**config.mk**
```make
export PLATFORM = sky130hd
export DESIGN_NAME = sorted_priority_message_queue
export DESIGN_NICKNAME = d
export VERILOG_FILES = /design/src/hdl/spmq_pkg.sv /design/src/hdl/spmq_ram.sv /design/src/hdl/spmq_seq.sv /design/src/hdl/sorted_priority_message_queue.sv
export SDC_FILE = /design/constraint.sdc
export NUM_CORES = 1
export LEC_CHECK = 0
export CORE_ASPECT_RATIO = 0.7
export CORE_MARGIN = 5
export CORE_UTILIZATION = 50
export CTS_CLUSTER_SIZE = 28
export DETAILED_ROUTE_END_ITERATION = 10
export DONT_BUFFER_PORTS = 1
export GPL_TIMING_DRIVEN = 0
export PLACE_DENSITY = 0.74
export RECOVER_POWER = 25
export SLEW_MARGIN = 5
export SYNTH_ARGS = -nofsm -noshare
export SYNTH_HDL_FRONTEND = slang
export SYNTH_SLANG_ARGS = --single-unit
export TNS_END_PERCENT = 20
```
**constraint.sdc**
```tcl
create_clock -name clk -period 6.6 [get_ports clk]
set_clock_uncertainty 0.15 [all_clocks]
set_input_delay 0.33 -clock clk [delete_from_list [all_inputs] [get_ports clk]]
set_output_delay 0.33 -clock clk [all_outputs]
set_load 0.01 [all_outputs]
```
**src/hdl/spmq_pkg.sv**
```systemverilog
// ----------------------------------------------------------------------------
// spmq_pkg
// shared types and constants of the sorted priority message queue
// ----------------------------------------------------------------------------
package spmq_pkg;

	localparam int PRI_W           = 8;
	localparam int DEPTH_DEF       = 16;
	localparam int VALUE_WIDTH_DEF = 32;

	typedef enum logic [1:0] {
		OP_INSERT  = 2'd0,
		OP_HEAD    = 2'd1,
		OP_EXACT   = 2'd2,
		OP_ATLEAST = 2'd3
	} op_t;

	typedef enum logic [1:0] {
		ST_OK      = 2'd0,
		ST_EMPTY   = 2'd1,
		ST_NOMATCH = 2'd2,
		ST_FULL    = 2'd3
	} status_t;

endpackage

```
**src/hdl/spmq_ram.sv**
```systemverilog
// ----------------------------------------------------------------------------
// spmq_ram
// generic single-write, single-read ram with registered read data
// ----------------------------------------------------------------------------
module spmq_ram #(
	parameter int WIDTH = 40,
	parameter int DEPTH = 16,
	localparam int AW   = (DEPTH > 1) ? $clog2(DEPTH) : 1
) (
	input  logic             clk,
	input  logic             we,
	input  logic [AW-1:0]    waddr,
	input  logic [WIDTH-1:0] wdata,
	input  logic [AW-1:0]    raddr,
	output logic [WIDTH-1:0] rdata
);

	logic [WIDTH-1:0] mem [DEPTH];

	always_ff @(posedge clk) begin
		if (we) begin
			mem[waddr] <= wdata;
		end
		rdata <= mem[raddr];
	end

endmodule

```
**src/hdl/spmq_seq.sv**
```systemverilog
// ----------------------------------------------------------------------------
// spmq_seq
// sequencer that walks the sorted store one entry at a time, shifting
// entries up on insert and down on removal, with the result register
// ----------------------------------------------------------------------------
module spmq_seq #(
	parameter int DEPTH       = spmq_pkg::DEPTH_DEF,
	parameter int VALUE_WIDTH = spmq_pkg::VALUE_WIDTH_DEF,
	localparam int CNT_W      = $clog2(DEPTH + 1),
	localparam int IDX_W      = $clog2(DEPTH),
	localparam int ENTRY_W    = VALUE_WIDTH + spmq_pkg::PRI_W
) (
	input  logic                        clk,
	input  logic                        arst_n,
	// input item
	input  logic                        in_valid,
	output logic                        in_ready,
	input  spmq_pkg::op_t               in_op,
	input  logic [spmq_pkg::PRI_W-1:0]  in_pri,
	input  logic [VALUE_WIDTH-1:0]      in_val,
	// result item
	output logic                        out_valid,
	input  logic                        out_ready,
	output logic [VALUE_WIDTH-1:0]      out_val,
	output logic [spmq_pkg::PRI_W-1:0]  out_pri,
	output spmq_pkg::status_t           out_status,
	output logic [CNT_W-1:0]            out_occ,
	// store
	output logic                        ram_we,
	output logic [IDX_W-1:0]            ram_waddr,
	output logic [ENTRY_W-1:0]          ram_wdata,
	output logic [IDX_W-1:0]            ram_raddr,
	input  logic [ENTRY_W-1:0]          ram_rdata
);

	import spmq_pkg::*;

	typedef enum logic [2:0] {
		S_IDLE,
		S_RD,
		S_CHK,
		S_PUT,
		S_DONE
	} state_t;

	state_t            state_q;
	op_t               op_q;
	logic [PRI_W-1:0]  key_q;
	logic [VALUE_WIDTH-1:0] val_q;
	logic [IDX_W-1:0]  idx_q;
	logic [CNT_W-1:0]  cnt_q;
	logic              found_q;
	logic [VALUE_WIDTH-1:0] res_val_q;
	logic [PRI_W-1:0]  res_pri_q;
	status_t           res_st_q;

	logic              out_valid_q;
	logic [VALUE_WIDTH-1:0] out_val_q;
	logic [PRI_W-1:0]  out_pri_q;
	status_t           out_st_q;
	logic [CNT_W-1:0]  out_occ_q;

	logic [PRI_W-1:0]       rd_pri;
	logic [VALUE_WIDTH-1:0] rd_val;
	logic                   hit;
	logic                   last;
	logic                   full;
	logic                   accept;
	logic                   load_out;

	assign rd_pri   = ram_rdata[PRI_W-1:0];
	assign rd_val   = ram_rdata[ENTRY_W-1:PRI_W];
	assign full     = (cnt_q == CNT_W'(DEPTH));
	assign last     = (CNT_W'(idx_q) == cnt_q - CNT_W'(1));
	assign in_ready = (state_q == S_IDLE);
	assign accept   = in_valid && in_ready;
	assign load_out = (state_q == S_DONE) && (!out_valid_q || out_ready);

	always_comb begin
		case (op_q)
			OP_HEAD:  hit = (idx_q == '0);
			OP_EXACT: hit = (rd_pri == key_q);
			default:  hit = (rd_pri >= key_q);
		endcase
	end

	always_comb begin
		ram_we    = 1'b0;
		ram_waddr = idx_q;
		ram_wdata = ram_rdata;
		ram_raddr = idx_q;
		case (state_q)
			S_CHK: begin
				if (op_q == OP_INSERT) begin
					// entry above the key moves up, otherwise the new item lands above it
					ram_we    = 1'b1;
					ram_waddr = idx_q + IDX_W'(1);
					if (rd_pri <= key_q) begin
						ram_wdata = {val_q, key_q};
					end
				end else if (found_q) begin
					ram_we    = 1'b1;
					ram_waddr = idx_q - IDX_W'(1);
				end
			end
			S_PUT: begin
				ram_we    = 1'b1;
				ram_wdata = {val_q, key_q};
			end
			default: begin
			end
		endcase
	end

	always_ff @(posedge clk or negedge arst_n) begin
		if (!arst_n) begin
			state_q     <= S_IDLE;
			cnt_q       <= '0;
			found_q     <= 1'b0;
			out_valid_q <= 1'b0;
		end else begin
			if (out_valid_q && out_ready && !load_out) begin
				out_valid_q <= 1'b0;
			end
			case (state_q)
				S_IDLE: begin
					if (accept) begin
						op_q      <= in_op;
						key_q     <= in_pri;
						val_q     <= in_val;
						found_q   <= 1'b0;
						res_val_q <= '0;
						res_pri_q <= '0;
						res_st_q  <= ST_OK;
						if (in_op == OP_INSERT) begin
							if (full) begin
								res_st_q <= ST_FULL;
								state_q  <= S_DONE;
							end else if (cnt_q == '0) begin
								idx_q   <= '0;
								state_q <= S_PUT;
							end else begin
								idx_q   <= IDX_W'(cnt_q - CNT_W'(1));
								state_q <= S_RD;
							end
						end else if (cnt_q == '0) begin
							res_st_q <= ST_EMPTY;
							state_q  <= S_DONE;
						end else begin
							idx_q   <= '0;
							state_q <= S_RD;
						end
					end
				end
				S_RD: begin
					state_q <= S_CHK;
				end
				S_CHK: begin
					if (op_q == OP_INSERT) begin
						if (rd_pri <= key_q) begin
							cnt_q   <= cnt_q + CNT_W'(1);
							state_q <= S_DONE;
						end else if (idx_q == '0) begin
							state_q <= S_PUT;
						end else begin
							idx_q   <= idx_q - IDX_W'(1);
							state_q <= S_RD;
						end
					end else begin
						if (!found_q && hit) begin
							found_q   <= 1'b1;
							res_val_q <= rd_val;
							res_pri_q <= rd_pri;
						end
						if (last) begin
							if (found_q || hit) begin
								cnt_q <= cnt_q - CNT_W'(1);
							end else begin
								res_st_q <= ST_NOMATCH;
							end
							state_q <= S_DONE;
						end else begin
							idx_q   <= idx_q + IDX_W'(1);
							state_q <= S_RD;
						end
					end
				end
				S_PUT: begin
					cnt_q   <= cnt_q + CNT_W'(1);
					state_q <= S_DONE;
				end
				S_DONE: begin
					if (load_out) begin
						out_valid_q <= 1'b1;
						out_val_q   <= res_val_q;
						out_pri_q   <= res_pri_q;
						out_st_q    <= res_st_q;
						out_occ_q   <= cnt_q;
						state_q     <= S_IDLE;
					end
				end
				default: begin
					state_q <= S_IDLE;
				end
			endcase
		end
	end

	assign out_valid  = out_valid_q;
	assign out_val    = out_val_q;
	assign out_pri    = out_pri_q;
	assign out_status = out_st_q;
	assign out_occ    = out_occ_q;

endmodule

```
**src/hdl/sorted_priority_message_queue.sv**
```systemverilog
// ----------------------------------------------------------------------------
// sorted_priority_message_queue
// bounded queue of priority and value pairs kept in ascending priority order
// ----------------------------------------------------------------------------
// channel   dir  tdata                                tuser
// s_axis    in   priority_req, value_in               operation
// m_axis    out  value_out, priority_out, occupancy   status
//
// each item walks the store through its single port, one entry per read and
// compare step: a take visits every held entry, an insert each entry that it
// shifts up and the one at which it stops; an empty take or a full insert needs
// no walk, and no new item is taken until the last result is in the output register
// reset empties the queue at once; the store itself needs no clearing
// a finished result waits in the output register while the next item is taken
// ----------------------------------------------------------------------------
module sorted_priority_message_queue #(
	parameter int DEPTH       = spmq_pkg::DEPTH_DEF,
	parameter int VALUE_WIDTH = spmq_pkg::VALUE_WIDTH_DEF,
	localparam int CNT_W      = $clog2(DEPTH + 1),
	localparam int IN_W       = ((spmq_pkg::PRI_W + VALUE_WIDTH + 7) / 8) * 8,
	localparam int OUT_W      = ((VALUE_WIDTH + spmq_pkg::PRI_W + CNT_W + 7) / 8) * 8
) (
	input  logic             clk,
	input  logic             arst_n,
	input  logic             s_axis_tvalid,
	output logic             s_axis_tready,
	input  logic [IN_W-1:0]  s_axis_tdata,  // priority_req, value_in
	input  logic [1:0]       s_axis_tuser,  // operation
	output logic             m_axis_tvalid,
	input  logic             m_axis_tready,
	output logic [OUT_W-1:0] m_axis_tdata,  // value_out, priority_out, occupancy
	output logic [1:0]       m_axis_tuser   // status
);

	import spmq_pkg::*;

	localparam int IDX_W   = $clog2(DEPTH);
	localparam int ENTRY_W = VALUE_WIDTH + PRI_W;

	logic                   ram_we;
	logic [IDX_W-1:0]       ram_waddr;
	logic [ENTRY_W-1:0]     ram_wdata;
	logic [IDX_W-1:0]       ram_raddr;
	logic [ENTRY_W-1:0]     ram_rdata;

	logic [VALUE_WIDTH-1:0] out_val;
	logic [PRI_W-1:0]       out_pri;
	status_t                out_status;
	logic [CNT_W-1:0]       out_occ;

	spmq_ram #(
		.WIDTH(ENTRY_W),
		.DEPTH(DEPTH)
	) u_ram (
		.clk  (clk),
		.we   (ram_we),
		.waddr(ram_waddr),
		.wdata(ram_wdata),
		.raddr(ram_raddr),
		.rdata(ram_rdata)
	);

	spmq_seq #(
		.DEPTH      (DEPTH),
		.VALUE_WIDTH(VALUE_WIDTH)
	) u_seq (
		.clk       (clk),
		.arst_n    (arst_n),
		.in_valid  (s_axis_tvalid),
		.in_ready  (s_axis_tready),
		.in_op     (op_t'(s_axis_tuser)),
		.in_pri    (s_axis_tdata[PRI_W-1:0]),
		.in_val    (s_axis_tdata[PRI_W +: VALUE_WIDTH]),
		.out_valid (m_axis_tvalid),
		.out_ready (m_axis_tready),
		.out_val   (out_val),
		.out_pri   (out_pri),
		.out_status(out_status),
		.out_occ   (out_occ),
		.ram_we    (ram_we),
		.ram_waddr (ram_waddr),
		.ram_wdata (ram_wdata),
		.ram_raddr (ram_raddr),
		.ram_rdata (ram_rdata)
	);

	always_comb begin
		m_axis_tdata = '0;
		m_axis_tdata[VALUE_WIDTH-1:0]             = out_val;
		m_axis_tdata[VALUE_WIDTH +: PRI_W]        = out_pri;
		m_axis_tdata[VALUE_WIDTH + PRI_W +: CNT_W] = out_occ;
	end

	assign m_axis_tuser = out_status;

	a_occ_bound: assert property (@(posedge clk) disable iff (!arst_n)
		m_axis_tvalid |-> (out_occ <= CNT_W'(DEPTH)))
		else $error("occupancy beyond depth");

	a_full_occ: assert property (@(posedge clk) disable iff (!arst_n)
		(m_axis_tvalid && out_status == ST_FULL) |-> (out_occ == CNT_W'(DEPTH)))
		else $error("full status with room left");

	a_empty_occ: assert property (@(posedge clk) disable iff (!arst_n)
		(m_axis_tvalid && out_status == ST_EMPTY) |-> (out_occ == '0))
		else $error("empty status with entries held");

	a_fail_zero: assert property (@(posedge clk) disable iff (!arst_n)
		(m_axis_tvalid && out_status != ST_OK) |-> (out_val == '0 && out_pri == '0))
		else $error("failed operation returned an entry");

endmodule

```
### Yosys cells after proc, flatten, opt, wreduce, memory -nomap -nowiden

Memory sizes are Yosys's and may differ from the RTL's. A register that Yosys moved wholly into a read port is not among the register bits.
Index checks and enable logic that the tools add are counted.

| word-level totals | value |
|---|---|
| memories | 1 |
| bits in registers | 145 |
| memory bits (writable) | 640 |
| word-level logic and storage cells | 131 |

Memory list:

| memory | depth | bits a word | read ports | clocked after Yosys merged registers in | write ports | RTL line | text |
|---|---|---|---|---|---|---|---|
| u_ram.mem | 16 | 40 | 1 | 1 | 1 | spmq_ram.sv:18 | `logic [WIDTH-1:0] mem [DEPTH];` |

| operators by class | value |
|---|---|
| order comparisons | 2 |
| multiplexer cells | 61 |
| add/sub/neg operators | 4 |
| equality and inequality tests | 23 |
| reductions and logical operators | 25 |

Operators with widths:

| cell | count |
|---|---|
| 32-bit two-way mux | 3 |
| 40-bit two-way mux | 2 |
| 40-bit case mux with 2 select lines | 1 |
| 32-bit case mux with 2 select lines | 1 |
| 4-bit two-way mux | 12 |
| 3-bit two-way mux | 8 |
| 8-bit two-way mux | 3 |
| 5-bit two-way mux | 4 |
| 3-bit inequality test, second input constant | 6 |
| 2-bit two-way mux | 8 |
| 8-bit case mux with 2 select lines | 1 |
| 3-bit case mux with 5 select lines | 1 |
| 1-bit two-way mux | 11 |
| 5-bit case mux with 2 select lines | 1 |
| 8-bit == test | 1 |
| 8-bit greater-or-equal comparator | 1 |
| 8-bit <= comparator | 1 |
| 4-bit case mux with 2 select lines | 1 |
| 4-bit AND reduction | 2 |
| 8-bit AND reduction | 1 |
| 3-bit by 2-bit == test with 1-bit output, second input constant | 2 |
| 2-bit by 1-bit inequality test with 1-bit output, second input constant | 3 |
| 2-bit inequality test, second input constant | 3 |
| 3-bit by 1-bit inequality test with 1-bit output, second input constant | 2 |
| other kinds (24) | 36 |

### Depth between registers and ports, before layout

| logic depth | value |
|---|---|
| word-level depth | 8 |
| mapped depth | 12 |

### By module

From an unflattened synthesis, not the netlist that was laid out.

| second synthesis, totals | value |
|---|---|
| cells, all modules | 1495 |
| area, all modules | 31650.4 µm² |

By module, submodules not included:

| module | instances | area each (µm²) | cells each |
|---|---|---|---|
| spmq_ram | 1 | 25131.6 | 1040 |
| spmq_seq | 1 | 6492.5 | 451 |
| sorted_priority_message_queue | 1 | 26.3 | 4 |

### Least setup slack after synthesis

OpenSTA, ideal clock, no wires.

| timing path | value |
|---|---|
| kind | flip-flop to flip-flop |
| from | register u_seq.idx_q[0], in the netlist u_seq.ram_raddr[0] |
| to | register u_seq.res_pri_q[0] (enable) |
| required time | 5.999 ns |
| period minus slack after synthesis | 4.711 ns |
| slack | 1.889 ns |
| stages on the path, launching flop included | 12 |
| path buffers | 3 |
| arrival time | 4.110 ns |
| path through | edfxtp_1 -> clkbuf_1 -> clkbuf_1 -> buf_2 -> inv_1 -> ha_1 -> or3b_2 -> o21ai_0 -> a21oi_1 -> o21ba_2 -> nand3_1 -> a21oi_1 |

| between the ends | value |
|---|---|
| cells in the longest elaborated chain, start to end | 5 |

RTL lines:

| item | RTL line | text |
|---|---|---|
| start: declaration | spmq_seq.sv:50 | `logic [IDX_W-1:0] idx_q;` |
| start signal: assignment | spmq_seq.sv:143 | `idx_q <= IDX_W'(cnt_q - CNT_W'(1));` |
| start signal: assignment | spmq_seq.sv:166 | `idx_q <= idx_q - IDX_W'(1);` |
| start signal: assignment | spmq_seq.sv:183 | `idx_q <= idx_q + IDX_W'(1);` |
| 4-bit logical NOT | spmq_seq.sv:81 | `OP_HEAD: hit = (idx_q == '0);` |
| 1-bit case mux with 2 select lines | spmq_seq.sv:80 | `case (op_q)` |
| 1-bit logical AND | spmq_seq.sv:170 | `if (!found_q && hit) begin` |
| 2-bit by 1-bit inequality test with 1-bit output (no line) | - |  |
| 5-bit AND reduction (no line) | - |  |
| end signal: assignment | spmq_seq.sv:173 | `res_pri_q <= rd_pri;` |
| end: declaration | spmq_seq.sv:54 | `logic [PRI_W-1:0] res_pri_q;` |

No other way between the ends.
A chain may end at the register's enable or synchronous reset.

### Final worst setup path

| timing path | value |
|---|---|
| from | register u_seq.idx_q[0], in the netlist u_seq.ram_raddr[0] |
| to | memory u_ram.mem[11][12] (enable) |

| between the ends | value |
|---|---|
| cells in the longest elaborated chain, start to end | 4 |
| elaborated cells between the ends (all ways) | 5 |
| those cells by class | 2 x add/sub; 3 x mux |

RTL lines:

| item | RTL line | text |
|---|---|---|
| 4-bit by 1-bit subtractor with 4-bit output | spmq_seq.sv:103 | `ram_waddr = idx_q - IDX_W'(1);` |
| 4-bit two-way mux | spmq_seq.sv:101 | `end else if (found_q) begin` |
| 4-bit two-way mux | spmq_seq.sv:94 | `if (op_q == OP_INSERT) begin` |
| 4-bit two-way mux (*) | spmq_seq.sv:92 | `case (state_q)` |
| end: declaration | spmq_ram.sv:18 |  |

Every way passes the cells marked *; elsewhere a longest branch is shown, timed or not.

==> metrics.txt <==
outcome=finished, violations left; failing checks=capacitance limit, slew limit; clock latency on the worst-skew pair=0.62 ns; first-pass iteration count of the detailed router=6; Final ANT Viol Nets=0; Die H=218.7 um; Area after DPL=0.03310 mm^2; first-pass GRT wire length=103900 um; CP cell instances=clkbuf_1, clkbuf_1, clkbuf_1, inv_1, ha_1, nand2_1, o21ai_0, nand2_1, xor2_1, nand2b_1, nor2_1, buf_12, buf_12; most frequent CP cell=clkbuf_1; 1st-iter DRT viols=1915; vias per cell=6.173; H-tree Lvls=3; Rows=76; Distinct cells, synth=47; Hold Crit Class=in2reg; synth top area cells=edfxtp_1 (75%), mux4_2 (14%), dfxtp_1 (2.6%), mux2_2 (1.4%), and3_1 (0.80%); routed length per instance=29.80 um; DRC viols=0; worst vdd ir=0.2088 mV; die area=between 0.06 and 0.07 mm^2; core area=0.06152 mm^2; count leader, synth=edfxtp_1; maximum clock frequency=190.8 MHz; multi-input logic area=roughly 0.0064 mm^2; Worst Max-Slew Pin Slew=1.937 ns; synthesis-to-layout area growth=15.28%; final setup violation count=0; worst hold slack=0.06131 ns; total grt overflow=0; final hold violations=0; vias in the first global route=15.08k; Worst Setup Start Kind=flop; commonest cells in the netlist=edfxtp_1 (775), mux4_2 (200), clkbuf_1 (41); Max-Cap Viols=1; initial antenna violation count=0; Power, Total=14.63 mW; CTS Root Cell=clkbuf_16; setup TNS=0 ns; routability congestion estimate=0.8406; Worst-path clk slew=0.07 ns; share of cells above drive strength 1=26.38%; CP max FO=17; Port Buffers=0; Final Worst Setup Slack=roughly 1.4 ns; leakage dissipation=11.47 nW; Yosys reg bits=around 830; top_reg_cell synth=edfxtp_1; critical path type=reg2reg; Critical Path RT=6.76 ns; unrepaired setup endpoints after global routing=false; design area=0.03585 mm^2; Total Wirelength=71960 um; Seq/Total Area, Yosys=78.21%; pre-CTS setup slack=2.014 ns; Initial Util=slightly above 50%; global-route usage over all layers=21.36%; number of synthesis warnings=0; DR vias=14.91k; Post-synth ARST share=1.212%; Tcrit/Tclk final=around four fifths; Final Non-Filler Cells=2415; Slew HR=-29.12%; Synth Cell Area=roughly 0.031 mm^2; CP endpoint kind=flop; number of flops mapped to enable cells by yosys=775; Yosys top cell area share=74.83%; cts bufs inserted=73; cell area power density=408.1 mW/mm^2; area leader, netlist=edfxtp_1; number of diodes=0; nets=1596; Synth Instances=1372; post-route core utilization=58.27%; final slew viol count=26; I/O pins=just under 100; CP arrival=5.40 ns; DIE WIDTH=between 300 and 400 um; Max clock buf depth=3; CP max stage delay=1.01 ns; # fillers=4208; syn avg cell area=22.67 um^2; Final HPWL DP=roughly 44000 um; Cells after DPL=around 2.2k; FF/Latch Area=0.02432 mm^2; largest net degree at the start of global routing=26; Critical-path top delay cell=nor2_1; post-route minimum period=5.240 ns; Sink Count=between 800 and 900; CTS tree=yes
==> power breakdown <==
group / internal (mW) / switching [mW]
Sequential: 6.96 / 0.194
Clock: 2.43 / 1.84
Combinational: 1.16 / 2.05
Total: 10.5 / 4.09
==> worst max-delay path, delay by kind of cell, from the launching register on <==
family,cells,cell delay [ns]
xor gates and xnor gates,1,0.34
adders and majority gates,1,0.28
and+or+nand+nor,4,1.49
AOI/OAI and AO/OA,1,0.09
buffers and inverters,6,2.19
DFF,1,0.35
==> repair_timing <==
action / 4_1_cts / 5_1_grt
endpoints found under the setup margin: 0 / 0
hold endpoints to repair: 68 / 0
resized for setup: 0 / 0
setup buffers: 0 / 0
hold buffers: 46 / 0
==> layer usage <==
metal | routed length [um] | track usage (%) | vias up
met1 | 28270 | 30.54 | 7807
met4 | 1889 | 5.696 | 0
li1 | - | - | 6044
met5 | 0 | 0 | -
met3 | 7249 | 4.970 | 147
met2 | 34550 | 33.83 | 911
==> layout by cell type, fill, tap and decap left out, types with 7 or more instances in the layout <==
cell / n
buf_12: 21
dfxtp_1: 40
nor2_1: 23
nor2_4: 9
and3_1: 40
nand2_1: 19
xnor2_1: 8
mux2_2: 39
buf_16: 13
o22ai_1: 7
xor2_1: 8
o21ai_0: 7
inv_1: 18
clkbuf_16: 79
edfxtp_1: 775
nand3_1: 7
dlygate4sd3_1: 46
clkbuf_8: 11
nor3_1: 11
a21oi_1: 15
buf_2: 12
mux4_2: 200
clkinv_2: 12
ha_1: 15
clkbuf_1: 75
dfrtp_1: 10
==> cell families (layout without fill, tap and decap cells) <==
| logic type | count (synthesis) | after routing | share of synthesized area, % |
|---|---|---|---|
| xor gates and xnor gates | 16 | 16 | 0.4506 |
| other | 1 | 3 | 0.01206 |
| AOI/OAI and AO/OA | 43 | 43 | 0.9173 |
| DFF | 825 | 825 | 78.21 |
| muxes | 244 | 244 | 16.06 |
| adders and majority gates | 15 | 15 | 0.6035 |
| and+or+nand+nor | 138 | 138 | 2.342 |
| buffers and inverters | 90 | 312 | 1.400 |
==> registers in the layout, indices dropped and copies added, names as in the netlist, 5 cells and up <==
register	count
u_seq.out_val	32
u_seq.val_q	32
u_seq.res_val_q	32
u_ram.mem	640
u_seq.out_pri	8
u_seq.key_q	8
u_seq.res_pri_q	8
u_seq.cnt_q	5
u_seq.out_occ	5
u_ram.rdata	40
==> path summary, 6_finish.rpt <==
path	start	endpoint	slack (ns)	depth (start not counted)
setup / recovery	u_seq.ram_raddr[0]	u_ram.mem[11][12]	1.36	13
hold / removal	s_axis_tvalid	u_seq.res_st_q[0]	0.06	2
setup reg to reg	u_seq.ram_raddr[0]	u_ram.mem[11][12]	1.36	13
hold reg to reg	u_seq.res_val_q[12]	u_seq.out_val[12]	0.27	0
max in group asynchronous	arst_n	u_seq.state_q[0]	5.34	2
min in group asynchronous	arst_n	u_seq.out_valid	0.56	2
==> cell type report <==
cell class	instances	area share (%)
Inverter	18	0.1885
Sequential cell	825	67.85
Buffer	72	0.9842
Clock buffer	110	6.118
Tap cell	819	2.858
Timing Repair Buffer	86	3.518
Clock inverter	26	0.6108
Multi-Input combinational cell	459	17.87
No activity file was read; power rests on OpenSTA's default activity.
